[config.mk]
export PLATFORM = sky130hd
export DESIGN_NAME = spsum_unit
export DESIGN_NICKNAME = d
export VERILOG_FILES = /design/src/spsum_pkg.sv /design/src/spsum_unit.sv
export SDC_FILE = /design/constraint.sdc
export NUM_CORES = 1
export LEC_CHECK = 0
export BUFFER_PORTS_ARGS = -buffer_cell sky130_fd_sc_hd__buf_2
export CORE_MARGIN = 10
export CORE_UTILIZATION = 40
export CTS_CLUSTER_SIZE = 10
export DETAILED_ROUTE_END_ITERATION = 6
export PLACE_DENSITY = 0.71
export RECOVER_POWER = 100
export SYNTH_ARGS = -nofsm -noshare
export SYNTH_HDL_FRONTEND = slang
export SYNTH_SLANG_ARGS = --single-unit
[constraint.sdc]
create_clock -name clk_i -period 4.17 [get_ports clk_i]
set_clock_uncertainty 0.1 [all_clocks]
set_input_delay 1.0425 -clock clk_i [delete_from_list [all_inputs] [get_ports clk_i]]
set_output_delay 1.0425 -clock clk_i [all_outputs]
set_load 0.005 [all_outputs]
[src/spsum_pkg.sv]
package spsum_pkg;

  // register indexes of the configuration port
  localparam logic REG_SOFTENING  = 1'b0;
  localparam logic REG_BODY_COUNT = 1'b1;

  localparam logic CMD_WRITE = 1'b0;
  localparam logic CMD_QUERY = 1'b1;

  localparam logic [31:0] SOFTENING_RESET = 32'd26214400;

  // operations of the shared root / divide unit
  typedef enum logic {
    OP_ROOT   = 1'b0,
    OP_DIVIDE = 1'b1
  } unit_op_e;

  typedef struct packed {
    logic        cmd;
    logic [5:0]  body_index;
    logic [23:0] body_mass;
    logic signed [23:0] body_x;
    logic signed [23:0] body_y;
    logic signed [23:0] body_z;
    logic signed [23:0] point_x;
    logic signed [23:0] point_z;
  } in_word_t;

  typedef struct packed {
    logic signed [31:0] potential;
    logic               saturated;
  } out_word_t;

  // request from the sequencer to the shared unit
  typedef struct packed {
    logic        start;
    unit_op_e    op;
    logic [61:0] operand;  // radicand, or dividend left aligned
    logic [30:0] divisor;
  } unit_req_t;

  typedef struct packed {
    logic        busy;
    logic [46:0] result;
  } unit_rsp_t;

endpackage

[src/spsum_unit.sv]
module spsum_unit (
  input  logic                 clk_i,
  input  logic                 rst_ni,
  input  spsum_pkg::unit_req_t req_i,
  output spsum_pkg::unit_rsp_t rsp_o
);

  localparam logic [5:0] ROOT_STEPS = 6'd31;
  localparam logic [5:0] DIV_STEPS  = 6'd47;

  logic                busy_q, busy_d;
  logic [5:0]          cnt_q, cnt_d;
  spsum_pkg::unit_op_e op_q, op_d;
  logic [61:0]         src_q, src_d;
  logic [34:0]         rem_q, rem_d;
  logic [46:0]         res_q, res_d;
  logic [30:0]         den_q, den_d;
  logic [34:0]         trial_a, trial_b;
  logic [35:0]         diff;
  logic                fits;

  // one shared compare and subtract: root digit or quotient bit
  always_comb begin
    if (op_q == spsum_pkg::OP_ROOT) begin
      trial_a = {rem_q[32:0], src_q[61:60]};
      trial_b = {res_q[32:0], 2'b01};
    end else begin
      trial_a = {rem_q[33:0], src_q[61]};
      trial_b = {4'b0, den_q};
    end
    diff = {1'b0, trial_a} - {1'b0, trial_b};
    fits = !diff[35];
  end

  // sequencing of the iterations
  always_comb begin
    busy_d = busy_q;
    cnt_d  = cnt_q;
    op_d   = op_q;
    src_d  = src_q;
    rem_d  = rem_q;
    res_d  = res_q;
    den_d  = den_q;
    if (req_i.start && !busy_q) begin
      busy_d = 1'b1;
      op_d   = req_i.op;
      src_d  = req_i.operand;
      den_d  = req_i.divisor;
      rem_d  = '0;
      res_d  = '0;
      cnt_d  = (req_i.op == spsum_pkg::OP_ROOT) ? ROOT_STEPS : DIV_STEPS;
    end else if (busy_q) begin
      rem_d = fits ? diff[34:0] : trial_a;
      res_d = {res_q[45:0], fits};
      src_d = (op_q == spsum_pkg::OP_ROOT) ? {src_q[59:0], 2'b00} : {src_q[60:0], 1'b0};
      cnt_d = cnt_q - 6'd1;
      if (cnt_q == 6'd1) begin
        busy_d = 1'b0;
      end
    end
  end

  always_ff @(posedge clk_i or negedge rst_ni) begin
    if (!rst_ni) begin
      busy_q <= 1'b0;
      cnt_q  <= '0;
    end else begin
      busy_q <= busy_d;
      cnt_q  <= cnt_d;
    end
  end

  always_ff @(posedge clk_i) begin
    op_q  <= op_d;
    src_q <= src_d;
    rem_q <= rem_d;
    res_q <= res_d;
    den_q <= den_d;
  end

  assign rsp_o.busy   = busy_q;
  assign rsp_o.result = res_q;

`ifndef SYNTHESIS
  a_cnt_live : assert property (@(posedge clk_i) disable iff (!rst_ni)
    busy_q |-> cnt_q != 6'd0)
    else $error("shared unit busy with no steps left");
  a_div_nonzero : assert property (@(posedge clk_i) disable iff (!rst_ni)
    (req_i.start && !busy_q && req_i.op == spsum_pkg::OP_DIVIDE) |-> req_i.divisor != '0)
    else $error("division started with a zero divisor");
  a_busy_len : assert property (@(posedge clk_i) disable iff (!rst_ni)
    (req_i.start && !busy_q) |=> busy_q)
    else $error("shared unit did not start");
`endif

endmodule

# After elaboration in Yosys (flattened, before gate mapping)
# Cells that the tools add are included.
[word_totals] register_bits=182 output_inout_bits=48
[classes] add_sub_neg=2 n_eq_ne=1 mux=12 n_reduce_logical=4
[op_table] op="62-bit two-way mux" n=3
[op_table] op="35-bit two-way mux" n=2
[op_table] op="35-bit by 35-bit subtractor with 36-bit output" n=1
[op_table] op="34-bit two-way mux" n=1
[op_table] op="6-bit two-way mux" n=3
[op_table] op="6-bit by 1-bit == test with 1-bit output (second input constant)" n=1
[op_table] op="6-bit by 1-bit subtractor with 6-bit output (second input constant)" n=1
[op_table] op="1-bit two-way mux" n=3
[op_table] op="1-bit zero test" n=2
[op_table] op="2-bit nonzero test" n=1
[op_table] op="1-bit logical AND" n=1

# Longest topological paths before layout
[logic_depth] ltp_word=4 mapped_depth=19 ltp_nobuf=12

# Worst setup path after synthesis
# No wires, ideal clock.
[synth_timing] path_type="register to register" startpoint="register op_q" endpoint="register rem_q[10]" t_arrival_ns=4.005 required_time_ns=3.953 setup_slack_ns=-0.052 stages_incl_launch_ff=19 n_path_buf=7 synth_period_minus_slack_ns=4.222 path_cell_list="edfxtp_1 -> clkbuf_1 -> clkbuf_1 -> clkbuf_1 -> buf_2 -> buf_2 -> mux2i_1 -> ha_1 -> buf_2 -> a21o_1 -> a21o_1 -> a21oi_1 -> o21ai_0 -> a41o_4 -> a31oi_4 -> o21ai_4 -> buf_6 -> mux2_4 -> a22o_1"
[synth_via] elab_chain_len=3
[synth_lines] element="start, declared" line_no="spsum_unit.sv:13" text="spsum_pkg::unit_op_e op_q, op_d;"
[synth_lines] element="start signal, assigned" line_no="spsum_unit.sv:74" text="op_q <= op_d;"
[synth_lines] element="35-bit two-way mux" line_no="spsum_unit.sv:24" text="if (op_q == spsum_pkg::OP_ROOT) begin"
[synth_lines] element="35-bit by 35-bit subtractor with 36-bit output" line_no="spsum_unit.sv:31" text="diff = {1'b0, trial_a} - {1'b0, trial_b};"
[synth_lines] element="34-bit two-way mux (*)" line_no="spsum_unit.sv:53" text="rem_d = fits ? diff[34:0] : trial_a;"
[synth_lines] element="end signal, assigned" line_no="spsum_unit.sv:76" text="rem_q <= rem_d;"
[synth_lines] element="end, declared" line_no="spsum_unit.sv:15" text="logic [34:0] rem_q, rem_d;"
# Mark *: on every way between the ends. The rest lies on a longest branch, timed or not.
# A chain may end at the register's enable or synchronous reset.

# Worst setup path in the final report
[layout_timing] startpoint="register op_q" endpoint="register rem_q[29]"
# Same word-level chain as after synthesis.

==> flow_metrics.tcl <==
set metrics [dict create \
    synthFlopType "edfxtp_1" \
    coreArea_sq_mm 0.0245 \
    cts_tree "done" \
    setup-tns-final_ps 0 \
    synth_seq_area_share 0.459 \
    wirelength_um 24800 \
    avgSynthCellArea_sq_um 9.80 \
    diodes 0 \
    tightestPinTransition_ps 1800 \
    initial_core_util 0.410 \
    cp_max_fo 46 \
    grt_pass1_wl_um 40200 \
    r2r_start "op_q" \
    grt_antenna_before_repair 1 \
    final.min_clock_period_ps 3870 \
    setup_viol 0 \
    slew_violations 106 \
    clock_sink_count 182 \
    critPathArrivalTime_ps 4100 \
    rr_endpoint "rem_q[29]" \
    drt_iter0_markers 539 \
    r2r_cells 12 \
    grt_overflow 0 \
    areaGrowthSynthToFinish_pct 15.5 \
    crit_path_start_kind "register" \
    path_class "reg2reg" \
    max_slew_margin -0.200 \
    endpoint_kind "register" \
    final_common_cell "nand2_1" \
    synth_area_sq_mm 0.0101 \
    routedWlPerCell_um 16.7 \
    fin_nets 1284 \
    final_area_sq_mm 0.0116 \
    holdPathStages 2 \
    hp-class "reg2reg" \
    finalCritPeriodShare 0.929 \
    crit_start "op_q" \
    die_x_um 179 \
    drive_gt1_frac 0.165 \
    p_leak_nw 4.77 \
    antenna_left 0 \
    ctsHoldBuffers 0 \
    routed_via_density 5.32 \
    cts-root-buf "clkbuf_16" \
    hold_viol 0 \
    synth_nets 1162 \
    power.density_mw_per_mm2 861 \
    violations "max-capacitance violations, max-slew violations" \
    drc 0 \
    reg2reg_slack_ps 300 \
    first_pass_iters 5 \
    io_pins 145 \
    peakVddDrop_v 0.000332 \
    die_h_um 179 \
    max_clock_freq_mhz 258 \
    track_usage 0.154 \
    grt_pass1_vias 8062 \
    grt_setup_unrepaired "false" \
    mostFrequentLayoutCells "nand2_1, o21ai_0, mux2i_1, buf_2, edfxtp_1" \
    clk_latency_ps 450 \
    crit_required_ps 4400 \
    synth_cells 1027 \
    worst_hold_path.endpoint "rem_q[8]" \
    cts_resized 0 \
    num_vias 7903 \
    dpl_cell_area_sq_mm 0.0111 \
    dp_slack_ps 236 \
    yosysWarnings 0 \
    synth_cell_types 66 \
    async_flop_share 0.0385 \
    max-cap-violations 2 \
    fp-row-count 57 \
    cts.htree.levels 4 \
    io_buffers 144 \
    path_clk_slew_ps 80 \
    cts_buffers 17 \
    dpl.hpwl_um 17200 \
    cts_buffer_depth 2 \
    die_area_sq_mm 0.0319 \
    ys_seq_elements 182 \
    gp_congestion 0.906 \
    outcome "complete, but fails checks" \
    setup_ws_ps 298 \
    synth_edf_count 94 \
    hp-start "rem_q[8]" \
    grt_start_max_net_pins 135 \
]
-- layer usage --
| metal | routed length, um | track usage |
|---|---|---|
| met1 | 11000 | 0.195 |
| met5 | 13 | 0 |
| met2 | 11800 | 0.251 |
| met4 | 422 | 0.0427 |
| met3 | 1490 | 0.0433 |
-- area by class of cell --
type                       instances  area [sq um]
fill                            2367         12900
multi-input combinational        766          5070
clock buffer                      17           425
clock inverter                    15           201
inverter                          14          52.6
timing repair buffer             168           847
tap                              324           405
sequential                       182          4620
-- through the flow --
| stage | cells | utilization | hold WS (ps) | total power, W |
|---|---|---|---|---|
| 2_1_floorplan | 1027 | - | 335 | 0.00703 |
| 3_3_place_gp | 1447 | 0.452 | 357 | 0.00817 |
| 3_5_place_dp | 1447 | 0.452 | 357 | 0.00833 |
| 4_1_cts | 1479 | 0.477 | 316 | 0.0101 |
| 5_1_grt | 1486 | 0.474 | 391 | 0.0108 |
| 6_report | 1486 | 0.474 | 368 | 0.0100 |
-- logic make-up (layout without fill, tap and decap cells) --
kind of cell	after synthesis	in the layout	synth area share
fa+ha+maj	38	38	0.0480
mux	146	146	0.151
compound gates	265	265	0.162
flops	182	182	0.459
buf+inv	79	214	0.0346
simple gates	287	287	0.120
xor+xnor	30	30	0.0261
-- registers in the layout, indices dropped and copies added, names as in the netlist --
name / cells
den_q: 31
op_q: 1
busy_q: 1
src_q: 62
cnt_q: 6
res_q: 47
rem_q: 34
-- critical path, cell delays in order (launching register included) --
cell and delay (ps):
edfxtp_1 440, buf_12 310, mux2_2 400, ha_1 320, a21o_1 170, a21o_1 170
a21oi_1 230, o21ai_0 120, a41o_2 280, a31oi_4 280, o21a_1 520, a211oi_1 90
a221o_1 320
-- worst max-delay path by stage --
stage                      to  slack (ps)
CTS                  rem_q[9]         210
global route        rem_q[16]          80
floorplan           rem_q[10]          70
finish              rem_q[29]         300
global placement     rem_q[9]         290
detailed placement   rem_q[9]         240
-- Yosys cell counts (4+ instances only) --
master,number,area share
nand2_1,207,0.077
o21ai_0,133,0.066
mux2i_1,108,0.11
edfxtp_1,94,0.28
dfxtp_1,81,0.16
clkbuf_1,42,0.016
ha_1,37,0.046
a21oi_1,35,0.017
mux2_2,34,0.038
nor2_1,33,0.012
xnor2_1,23,0.020
o21ai_1,15,0.0075
buf_2,14,0.0070
inv_1,14,0.0052
a21o_1,11,0.0082
nand3_1,9,0.0045
nand4_1,9,0.0056
o21a_1,9,0.0067
a32oi_1,7,0.0061
dfrtp_1,7,0.017
nand2b_1,7,0.0044
xor2_1,7,0.0061
o211ai_1,6,0.0045
o21bai_1,6,0.0045
a211oi_1,5,0.0037
a22o_1,5,0.0044
nor4_1,5,0.0031
and3_1,4,0.0025
buf_1,4,0.0015
buf_6,4,0.0045
-- power by group --
part,internal [W],switching [W]
Sequential,0.00274,0.000548
Combinational,0.00229,0.00273
Clock,0.000838,0.000862
-- what timing repair did --
item / CTS / global route
endpoints found under the hold margin: 0 / 0
endpoints found under the setup margin: 0 / 3
setup buffers: 0 / 7
(Power assumes the default switching activity.)
